**config.mk**
```make
export PLATFORM = sky130hd
export DESIGN_NAME = fibonacci_mod_matrix_power
export DESIGN_NICKNAME = d
export VERILOG_FILES = /design/src/hdl/mfp_pkg.sv /design/src/hdl/mfp_arith.sv /design/src/hdl/mfp_ctrl.sv /design/src/hdl/fibonacci_mod_matrix_power.sv
export SDC_FILE = /design/constraint.sdc
export NUM_CORES = 2
export LEC_CHECK = 0
export ABC_AREA = 1
export BUFFER_PORTS_ARGS = -buffer_cell sky130_fd_sc_hd__buf_2
export CAP_MARGIN = 0
export CORE_UTILIZATION = 33
export CTS_CLUSTER_DIAMETER = 80
export CTS_CLUSTER_SIZE = 10
export DETAILED_ROUTE_END_ITERATION = 8
export RECOVER_POWER = 25
export SLEW_MARGIN = 20
export SYNTH_ARGS = -nofsm -noshare
export SYNTH_HDL_FRONTEND = slang
export SYNTH_HIERARCHICAL = 1
export SYNTH_SLANG_ARGS = --single-unit
```
**constraint.sdc**
```tcl
create_clock -name clk -period 22.3 [get_ports clk]
set_input_delay 4.46 -clock clk [delete_from_list [all_inputs] [get_ports clk]]
set_output_delay 4.46 -clock clk [all_outputs]
set_load 0.05 [all_outputs]
```
**src/hdl/mfp_pkg.sv**
```systemverilog
// ----------------------------------------------------------------------------
// mfp_pkg
// Types, constants and helpers shared by the Fibonacci matrix power block.
// ----------------------------------------------------------------------------
`timescale 1ns / 1ps

package mfp_pkg;

	localparam int INDEX_BITS = 63;
	localparam int VALUE_BITS = 30;
	localparam int IN_TDATA_BITS = 64;
	localparam int OUT_TDATA_BITS = 32;

	// Width of the shared multiplier operands and product
	localparam int MUL_BITS = 33;
	localparam int PROD_BITS = 2 * MUL_BITS;
	// Sum of two products of residues stays below 2^61
	localparam int SUM_BITS = 61;
	// Remainder after the Barrett estimate stays below three times the prime
	localparam int REM_BITS = 32;

	localparam logic [VALUE_BITS-1:0] PRIME = 30'd1000000009;
	localparam logic [REM_BITS-1:0] PRIME_X1 = 32'd1000000009;
	localparam logic [REM_BITS-1:0] PRIME_X2 = 32'd2000000018;
	// Barrett reciprocal: floor(2^62 / prime)
	localparam logic [MUL_BITS-1:0] BARRETT_MU = 33'((64'd1 << 62) / 64'd1000000009);

	typedef enum logic [2:0] {
		OP_IDLE,
		OP_MUL_FIRST,
		OP_MUL_SECOND,
		OP_ADD,
		OP_MUL_MU,
		OP_MUL_P,
		OP_SUB
	} op_t;

	typedef enum logic [3:0] {
		ST_IDLE,
		ST_PLAN,
		ST_MUL_AB,
		ST_MUL_CD,
		ST_ADD,
		ST_MUL_MU,
		ST_MUL_P,
		ST_SUB,
		ST_FIX,
		ST_WB,
		ST_DONE
	} state_t;

	typedef struct packed {
		op_t        op;
		logic [1:0] entry;
		logic       mode_acc;
		logic       load;
		logic       write_res;
		logic       wb;
		logic       in_ready;
		logic       out_valid;
	} ctrl_t;

	typedef struct packed {
		logic [VALUE_BITS-1:0] m00;
		logic [VALUE_BITS-1:0] m01;
		logic [VALUE_BITS-1:0] m10;
		logic [VALUE_BITS-1:0] m11;
	} mat_t;

	function automatic logic [VALUE_BITS-1:0] mat_pick(mat_t m, logic row, logic col);
		logic [VALUE_BITS-1:0] v;
		unique case ({row, col})
			2'b00:   v = m.m00;
			2'b01:   v = m.m01;
			2'b10:   v = m.m10;
			default: v = m.m11;
		endcase
		return v;
	endfunction

endpackage

```
**src/hdl/mfp_arith.sv**
```systemverilog
// ----------------------------------------------------------------------------
// mfp_arith
// Shared multiplier with Barrett reduction: forms (a*b + c*d) mod prime.
// ----------------------------------------------------------------------------
`timescale 1ns / 1ps

module mfp_arith (
	input  logic                             clk,
	input  mfp_pkg::ctrl_t                   ctrl,
	input  logic [mfp_pkg::VALUE_BITS-1:0]   opa,
	input  logic [mfp_pkg::VALUE_BITS-1:0]   opb,
	input  logic [mfp_pkg::VALUE_BITS-1:0]   opc,
	input  logic [mfp_pkg::VALUE_BITS-1:0]   opd,
	output logic [mfp_pkg::VALUE_BITS-1:0]   value
);
	import mfp_pkg::*;

	logic [MUL_BITS-1:0]  mul_a;
	logic [MUL_BITS-1:0]  mul_b;
	logic [PROD_BITS-1:0] mul_p;
	logic [PROD_BITS-1:0] prod_q;
	logic [SUM_BITS-1:0]  sum_q;
	logic [REM_BITS-1:0]  rem_q;
	logic [REM_BITS-1:0]  rem_fix;

	always_comb begin
		unique case (ctrl.op)
			OP_MUL_FIRST: begin
				mul_a = MUL_BITS'(opa);
				mul_b = MUL_BITS'(opb);
			end
			OP_MUL_SECOND: begin
				mul_a = MUL_BITS'(opc);
				mul_b = MUL_BITS'(opd);
			end
			OP_MUL_MU: begin
				// quotient estimate from the top bits of the sum
				mul_a = MUL_BITS'(sum_q[SUM_BITS-1:29]);
				mul_b = BARRETT_MU;
			end
			OP_MUL_P: begin
				mul_a = MUL_BITS'(prod_q[64:33]);
				mul_b = MUL_BITS'(PRIME);
			end
			default: begin
				mul_a = '0;
				mul_b = '0;
			end
		endcase
	end

	assign mul_p = mul_a * mul_b;

	always_ff @(posedge clk) begin
		unique case (ctrl.op)
			OP_MUL_FIRST, OP_MUL_MU, OP_MUL_P: begin
				prod_q <= mul_p;
			end
			OP_MUL_SECOND: begin
				prod_q <= mul_p;
				sum_q  <= prod_q[SUM_BITS-1:0];
			end
			OP_ADD: begin
				sum_q <= sum_q + prod_q[SUM_BITS-1:0];
			end
			OP_SUB: begin
				// remainder is below 2^32, so the low bits suffice
				rem_q <= sum_q[REM_BITS-1:0] - prod_q[REM_BITS-1:0];
			end
			default: begin
			end
		endcase
	end

	// estimate is short by at most two multiples of the prime
	always_comb begin
		priority if (rem_q >= PRIME_X2) begin
			rem_fix = rem_q - PRIME_X2;
		end else if (rem_q >= PRIME_X1) begin
			rem_fix = rem_q - PRIME_X1;
		end else begin
			rem_fix = rem_q;
		end
	end

	assign value = rem_fix[VALUE_BITS-1:0];

endmodule

```
**src/hdl/mfp_ctrl.sv**
```systemverilog
// ----------------------------------------------------------------------------
// mfp_ctrl
// Sequencer for square-and-multiply over the index bits, one matrix entry
// at a time through the shared arithmetic unit.
// ----------------------------------------------------------------------------
`timescale 1ns / 1ps

module mfp_ctrl (
	input  logic                             clk,
	input  logic                             arst_n,
	input  logic                             in_valid,
	input  logic [mfp_pkg::INDEX_BITS-1:0]   index,
	input  logic                             out_ready,
	output mfp_pkg::ctrl_t                   ctrl
);
	import mfp_pkg::*;

	state_t                state_q;
	state_t                state_d;
	logic [INDEX_BITS-1:0] n_q;
	logic [INDEX_BITS-1:0] n_d;
	logic [1:0]            entry_q;
	logic [1:0]            entry_d;
	logic                  mode_q;
	logic                  mode_d;
	logic                  upper_set;

	assign upper_set = (n_q[INDEX_BITS-1:1] != '0);

	always_comb begin
		state_d = state_q;
		n_d     = n_q;
		entry_d = entry_q;
		mode_d  = mode_q;
		unique case (state_q)
			ST_IDLE: begin
				if (in_valid) begin
					n_d     = index;
					state_d = ST_PLAN;
				end
			end
			ST_PLAN: begin
				entry_d = '0;
				mode_d  = n_q[0];
				if (n_q == '0) begin
					state_d = ST_DONE;
				end else begin
					state_d = ST_MUL_AB;
				end
			end
			ST_MUL_AB: state_d = ST_MUL_CD;
			ST_MUL_CD: state_d = ST_ADD;
			ST_ADD:    state_d = ST_MUL_MU;
			ST_MUL_MU: state_d = ST_MUL_P;
			ST_MUL_P:  state_d = ST_SUB;
			ST_SUB:    state_d = ST_FIX;
			ST_FIX: begin
				if (&entry_q) begin
					state_d = ST_WB;
				end else begin
					entry_d = entry_q + 2'd1;
					state_d = ST_MUL_AB;
				end
			end
			ST_WB: begin
				entry_d = '0;
				if (mode_q && upper_set) begin
					// accumulator done, square the base next
					mode_d  = 1'b0;
					state_d = ST_MUL_AB;
				end else begin
					n_d     = n_q >> 1;
					state_d = ST_PLAN;
				end
			end
			ST_DONE: begin
				if (out_ready) begin
					state_d = ST_IDLE;
				end
			end
			default: state_d = ST_IDLE;
		endcase
	end

	always_comb begin
		ctrl           = '0;
		ctrl.op        = OP_IDLE;
		ctrl.entry     = entry_q;
		ctrl.mode_acc  = mode_q;
		ctrl.in_ready  = (state_q == ST_IDLE);
		ctrl.load      = (state_q == ST_IDLE) && in_valid;
		ctrl.out_valid = (state_q == ST_DONE);
		ctrl.write_res = (state_q == ST_FIX);
		ctrl.wb        = (state_q == ST_WB);
		unique case (state_q)
			ST_MUL_AB: ctrl.op = OP_MUL_FIRST;
			ST_MUL_CD: ctrl.op = OP_MUL_SECOND;
			ST_ADD:    ctrl.op = OP_ADD;
			ST_MUL_MU: ctrl.op = OP_MUL_MU;
			ST_MUL_P:  ctrl.op = OP_MUL_P;
			ST_SUB:    ctrl.op = OP_SUB;
			default:   ctrl.op = OP_IDLE;
		endcase
	end

	always_ff @(posedge clk or negedge arst_n) begin
		if (!arst_n) begin
			state_q <= ST_IDLE;
			n_q     <= '0;
			entry_q <= '0;
			mode_q  <= 1'b0;
		end else begin
			state_q <= state_d;
			n_q     <= n_d;
			entry_q <= entry_d;
			mode_q  <= mode_d;
		end
	end

endmodule

```
**src/hdl/fibonacci_mod_matrix_power.sv**
```systemverilog
// ----------------------------------------------------------------------------
// fibonacci_mod_matrix_power
// Returns F(n) modulo 1000000009 for a Fibonacci index n by raising the
// matrix [[1,1],[1,0]] to the power n with square-and-multiply. One index is
// taken per transfer, and s_tready stays low until the result has been
// transferred out; it rises again in the cycle after that transfer. Each 2x2
// matrix product steps each of its entries through ST_MUL_AB, ST_MUL_CD,
// ST_ADD, ST_MUL_MU, ST_MUL_P, ST_SUB and ST_FIX on the single shared
// multiplier and Barrett reducer, plus one write-back. An index needs one
// product per set bit, one squaring per bit below the top set bit, a pass
// through ST_PLAN per bit and a final pass through ST_PLAN. An index of zero
// goes from ST_PLAN straight to ST_DONE and answers 0.
// ----------------------------------------------------------------------------
`timescale 1ns / 1ps

module fibonacci_mod_matrix_power (
	input  logic                                 clk,
	input  logic                                 arst_n,
	input  logic                                 s_tvalid,
	output logic                                 s_tready,
	input  logic [mfp_pkg::IN_TDATA_BITS-1:0]    s_tdata,  // [62:0] fib_index
	output logic                                 m_tvalid,
	input  logic                                 m_tready,
	output logic [mfp_pkg::OUT_TDATA_BITS-1:0]   m_tdata   // [29:0] fib_value
);
	import mfp_pkg::*;

	ctrl_t                 ctrl;
	mat_t                  acc_q;
	mat_t                  base_q;
	mat_t                  res_q;
	mat_t                  lhs;
	logic [VALUE_BITS-1:0] opa;
	logic [VALUE_BITS-1:0] opb;
	logic [VALUE_BITS-1:0] opc;
	logic [VALUE_BITS-1:0] opd;
	logic [VALUE_BITS-1:0] value;

	mfp_ctrl u_ctrl (
		.clk       (clk),
		.arst_n    (arst_n),
		.in_valid  (s_tvalid),
		.index     (s_tdata[INDEX_BITS-1:0]),
		.out_ready (m_tready),
		.ctrl      (ctrl)
	);

	// row of the left operand, column of the base
	assign lhs = ctrl.mode_acc ? acc_q : base_q;
	assign opa = mat_pick(lhs, ctrl.entry[1], 1'b0);
	assign opb = mat_pick(base_q, 1'b0, ctrl.entry[0]);
	assign opc = mat_pick(lhs, ctrl.entry[1], 1'b1);
	assign opd = mat_pick(base_q, 1'b1, ctrl.entry[0]);

	mfp_arith u_arith (
		.clk   (clk),
		.ctrl  (ctrl),
		.opa   (opa),
		.opb   (opb),
		.opc   (opc),
		.opd   (opd),
		.value (value)
	);

	always_ff @(posedge clk) begin
		if (ctrl.load) begin
			acc_q  <= '{m00: 30'd1, m01: 30'd0, m10: 30'd0, m11: 30'd1};
			base_q <= '{m00: 30'd1, m01: 30'd1, m10: 30'd1, m11: 30'd0};
		end else if (ctrl.wb) begin
			// commit the finished product to its target
			if (ctrl.mode_acc) begin
				acc_q <= res_q;
			end else begin
				base_q <= res_q;
			end
		end
		if (ctrl.write_res) begin
			unique case (ctrl.entry)
				2'b00:   res_q.m00 <= value;
				2'b01:   res_q.m01 <= value;
				2'b10:   res_q.m10 <= value;
				default: res_q.m11 <= value;
			endcase
		end
	end

	assign s_tready = ctrl.in_ready;
	assign m_tvalid = ctrl.out_valid;
	assign m_tdata  = OUT_TDATA_BITS'(acc_q.m01);

`ifndef SYNTHESIS
	a_busy_excl: assert property (@(posedge clk) disable iff (!arst_n)
		!(s_tready && m_tvalid))
		else $error("input ready while a result is pending");

	a_busy_after_accept: assert property (@(posedge clk) disable iff (!arst_n)
		(s_tvalid && s_tready) |=> !s_tready)
		else $error("ready held after an input transfer");

	a_result_reduced: assert property (@(posedge clk) disable iff (!arst_n)
		m_tvalid |-> (m_tdata[VALUE_BITS-1:0] < PRIME))
		else $error("result not reduced below the prime");

	a_result_taken: assert property (@(posedge clk) disable iff (!arst_n)
		$fell(m_tvalid) |-> $past(m_tready))
		else $error("result dropped without a transfer");
`endif

endmodule
```
Word level (Yosys, flattened, before mapping)
Index checks and enable logic that the tools add are counted.
{"block": "word_totals", "reg_bits": 588, "in_bits": 68, "out_inout_bits": 34, "wordCells": 102}
{"block": "classes", "n_addsub": 5, "mul": 1, "order_cmp": 2, "eq_ne": 23, "mux": 24, "bitwise": 4, "n_reduce_logical": 24}
{"op": "$pmux W33 S4", "count": 1}
{"op": "$pmux W32 S4", "count": 1}
{"op": "$mux W63", "count": 2}
{"op": "$pmux W63 S2", "count": 1}
{"op": "$pmux W61 S2", "count": 1}
{"op": "$mux W120", "count": 1}
{"op": "$mux W30", "count": 4}
{"op": "$pmux W30 S2", "count": 2}
{"op": "$mul A32 B33 Y65", "count": 1}
{"op": "$logic_not A63 Y1", "count": 1}
{"op": "$reduce_bool A62 Y1", "count": 1}
{"op": "$add A61 B61 Y61", "count": 1}
{"op": "$sub A30 B30 Y30 const B", "count": 2}
{"op": "$pmux W4 S11", "count": 1}
{"op": "$ge A32 B30 Y1 const B", "count": 1}
{"op": "$ge A32 B31 Y1 const B", "count": 1}
{"op": "$sub A32 B32 Y32", "count": 1}
{"op": "$reduce_and A2 Y1", "count": 10}
{"op": "$pmux W3 S6", "count": 1}
{"op": "$eq A4 B3 Y1 const B", "count": 4}
{"op": "$mux W4", "count": 4}
{"op": "$eq A4 B4 Y1 const B", "count": 3}
{"op": "$eq A3 B3 Y1 const B", "count": 3}
{"op": "$eq A4 B2 Y1 const B", "count": 2}
{"op": "21 further kinds", "count": 33}

Longest topological paths before layout
{"block": "logic_depth", "word_depth": 5, "depth_mapped": 44, "depth_no_buf": 41}

Hierarchy
Netlist, hierarchy kept.
{"mod": "mfp_arith", "instances": 1, "cells_per_inst": 6603, "area_per_inst_um2": 49033.3, "seq_area_each_um2": 4744.6}
{"mod": "fibonacci_mod_matrix_power", "instances": 1, "cells_per_inst": 2285, "area_per_inst_um2": 16477.1, "seq_area_each_um2": 8408.1}
{"mod": "mfp_ctrl", "instances": 1, "cells_per_inst": 610, "area_per_inst_um2": 4294.1, "seq_area_each_um2": 1751.7}

Worst setup path before layout
Ideal clock, no wire load.
{"block": "synth_path", "path_kind": "reg2reg", "startpoint": "register u_ctrl.state_q[0]", "endpoint": "register u_arith.prod_q[53] (data pin)", "setup_ns": 0.253, "arrival_time_ns": 9.088, "t_required_ns": 22.047, "path_slack_ns": 12.960, "path_stages_with_launch": 34, "path_buffers": 3, "period_less_slack_ns": 9.340, "cell_sequence": "dfrtp_1 > inv_2 > nor2_2 > nor4_1 > inv_2 > nor2_4 > nand2_4 > inv_4 > buf_6 > nand2_1 > and3_1 > buf_2 > buf_2 > nor2_1 > fa_1 > fa_1 > inv_1 > fa_1 > fa_1 > fa_1 > inv_1 > fa_1 > fa_1 > fa_1 > ha_1 > nand2_1 > nor2_1 > inv_1 > nor2_1 > inv_1 > nor4_1 > nand2_1 > nand4_1 > nand2_1"}
{"element": "start: declaration", "line_no": "mfp_ctrl.sv:18", "text": "state_t state_q;"}
{"element": "start signal: assignment", "line_no": "mfp_ctrl.sv:113", "text": "state_q <= state_d;"}
{"element": "end signal: assignment", "line_no": "mfp_arith.sv:57", "text": "prod_q <= mul_p;"}
{"element": "end signal: assignment", "line_no": "mfp_arith.sv:60", "text": "prod_q <= mul_p;"}
{"element": "end: declaration", "line_no": "mfp_arith.sv:21", "text": "logic [PROD_BITS-1:0] prod_q;"}

==> impl_metrics.json <==
{
  "skew_ns": 0.0433,
  "critPathCaptureType": "flip-flop",
  "synthArstFlopShare_pct": 11.9,
  "path_clk_slew_ns": 0.06,
  "syn_area_per_cell_um2": 7.35,
  "syn_area_um2": 69800,
  "slowest_delay_ns": 1.44,
  "post_drt_wl_per_cell_um": 21.2,
  "gr-total-overflow": 0,
  "hold_viol": 0,
  "cts_tree": "done",
  "place_area_um2": 72300,
  "relSlewSlack_pct": -200,
  "clock-sinks": 588,
  "cp_common_cell": "fa_1",
  "drive_gt1_share_pct": 4.48,
  "fin_tns_setup_ns": 0,
  "initial_core_util_pct": 33.2,
  "most-common-layout-cells": "nand2_1 (2386), inv_1 (1839), nor2_1 (1454)",
  "fmax_ghz": 0.0807,
  "clk_path_buf_depth": 3,
  "post-route-min-period_ns": 12.39,
  "ys_warn_count": 6,
  "post_cts_buffers": 0,
  "grt_pass1_vias": 61600,
  "via_per_inst": 5.01,
  "crit_path_top_delay_cell": "nor4_1",
  "drt_iter0_markers": 5369,
  "design_area_um2": 74600,
  "synth-main-ff-cell": "edfxtp_1",
  "drv_slew": 297,
  "hold_class": "flip-flop to flip-flop",
  "core_um2": 210000,
  "ys_ff_latch": 588,
  "worst-setup-path-type": "flip-flop to flip-flop",
  "io_buffers": 98,
  "row_count": 168,
  "clk_latency_ns": 0.72,
  "syn_to_final_growth_pct": 6.88,
  "synth_cell_type_count": 64,
  "tightestPinTransition_ns": 4.49,
  "drc_errors": 0,
  "gp_congestion": 1.00,
  "final_core_util_pct": 35.5,
  "grt_max_degree": 123,
  "grt_antenna_before_repair": 7,
  "finalCritPeriodShare_pct": 55.5,
  "rsz0062_at_grt": "false",
  "die_area_um2": 213000,
  "path_buf_inv": 8,
  "drt_wl_total_mm": 259,
  "cp_top_family": "adder cells",
  "htreeDepth": 3,
  "antenna_left": 0,
  "crit_fanout": 40,
  "cts_root_buf": "clkbuf_16",
  "whs_ns": 0.468,
  "ctsHoldBuffers": 0,
  "fp.dieW_um": 462,
  "cts_buffers": 74,
  "track_usage_pct": 24.4,
  "failed_checks": "capacitance limit, slew limit",
  "nets": 10700,
  "start_kind": "flip-flop",
  "hpwlAfterDp_mm": 202,
  "firstDrtPassIters": 7,
  "io_pins": 102,
  "ys_seq_area_share_pct": 21.4,
  "maxCapViolations": 9,
  "vias": 61300,
  "required_ns": 22.73,
  "netlist_instances": 9498,
  "cts.repair.resized": 0,
  "synth_edf_count": 278,
  "layout_commonest_cell": "nand2_1",
  "crit_arrival_ns": 12.82,
  "grt_pass1_wl_mm": 389,
  "setup_violations": 0,
  "outcome": "finished with violations",
  "die_h_um": 462
}
==> cell families after synthesis <==
family                   count (synthesis)  share of synthesized area, %
adder cells (fa/ha/maj)               1231                          31.4
flip-flops                             588                          21.4
AO/OA/AOI/OAI                          721                          6.07
XOR/XNOR                               109                          1.37
AND/OR/NAND/NOR                       4529                          26.0
other                                    3                        0.0161
buffers and inverters                 2316                          13.8
multiplexers                             1                        0.0143
==> flip-flops by register name, summed over array words and instances (netlist names) <==
name and count:
u_arith/rem_q 32, u_ctrl/mode_q 1, m_tdata 30, u_arith/prod_q 65
u_ctrl/state_q 4, acc_q 90, u_arith/sum_q 61, u_ctrl/entry_q 2
u_ctrl/n_q 63, res_q 120, base_q 120
==> worst paths after layout <==
kind / from / endpoint / slack, ns / cells past startpoint
worst max-delay path: u_ctrl/state_q[1] / u_arith/prod_q[43] / 9.91 / 30
worst min-delay path: base_q[90] / base_q[90] / 0.47 / 2
worst max register to register: u_ctrl/state_q[1] / u_arith/prod_q[43] / 9.91 / 30
worst min register to register: base_q[90] / base_q[90] / 0.47 / 2
max in group asynchronous: arst_n / u_ctrl/mode_q / 17.59 / 2
min in group asynchronous: arst_n / u_ctrl/n_q[18] / 4.01 / 2
==> stage by stage <==
stage	worst slack, ns	cells
final	9.91	12200
after global routing	9.71	12200
after CTS	11.31	12200
after detailed placement	11.38	12100
after global placement	11.39	12100
after floorplan	12.96	9513
==> worst register-to-register path, delay by kind of cell, from the launching register on <==
kind	cells	cell delay [ns]
adder cells (fa/ha/maj)	9	4.35
AND/OR/NAND/NOR	7	2.79
buffers and inverters	8	2.52
AO/OA/AOI/OAI	5	1.92
flip-flops	1	0.43
XOR/XNOR	1	0.11
==> per-layer routing <==
metal  global-route usage (%)  wire (µm)  up-vias
li1                         -          -    28200
met1                     33.2     112000    30300
met2                     38.7     116000     2346
met3                     4.20      20600      434
met4                     8.79      10500        6
met5                        0         46        -
==> cell usage after synthesis, types with 70 or more instances <==
library cell / n / area (µm²)
nand2_1: 2386 / 8960
inv_1: 1840 / 6910
edfxtp_1: 278 / 8350
dfrtp_1: 70 / 1750
buf_4: 76 / 571
clkbuf_1: 110 / 413
a21oi_1: 196 / 981
ha_1: 364 / 4550
buf_2: 165 / 826
nand3_1: 518 / 2590
o21ai_0: 370 / 1850
xor2_1: 102 / 893
nor2_1: 1461 / 5480
fa_1: 867 / 17400
dfxtp_1: 240 / 4800
==> cell type report <==
cell class | instances | area (µm²)
Fill cell | 22200 | 135000
Inverter | 1897 | 7150
Clock buffer | 110 | 2010
Timing Repair Buffer | 191 | 1150
Antenna cell | 2 | 5.00
Clock inverter | 20 | 379
Sequential cell | 588 | 14900
Multi-Input combinational cell | 6609 | 45500
Tap cell | 2805 | 3510
Power is not shown: default switching activity piles up to over one toggle a cycle in this logic, so the estimate is an artifact.
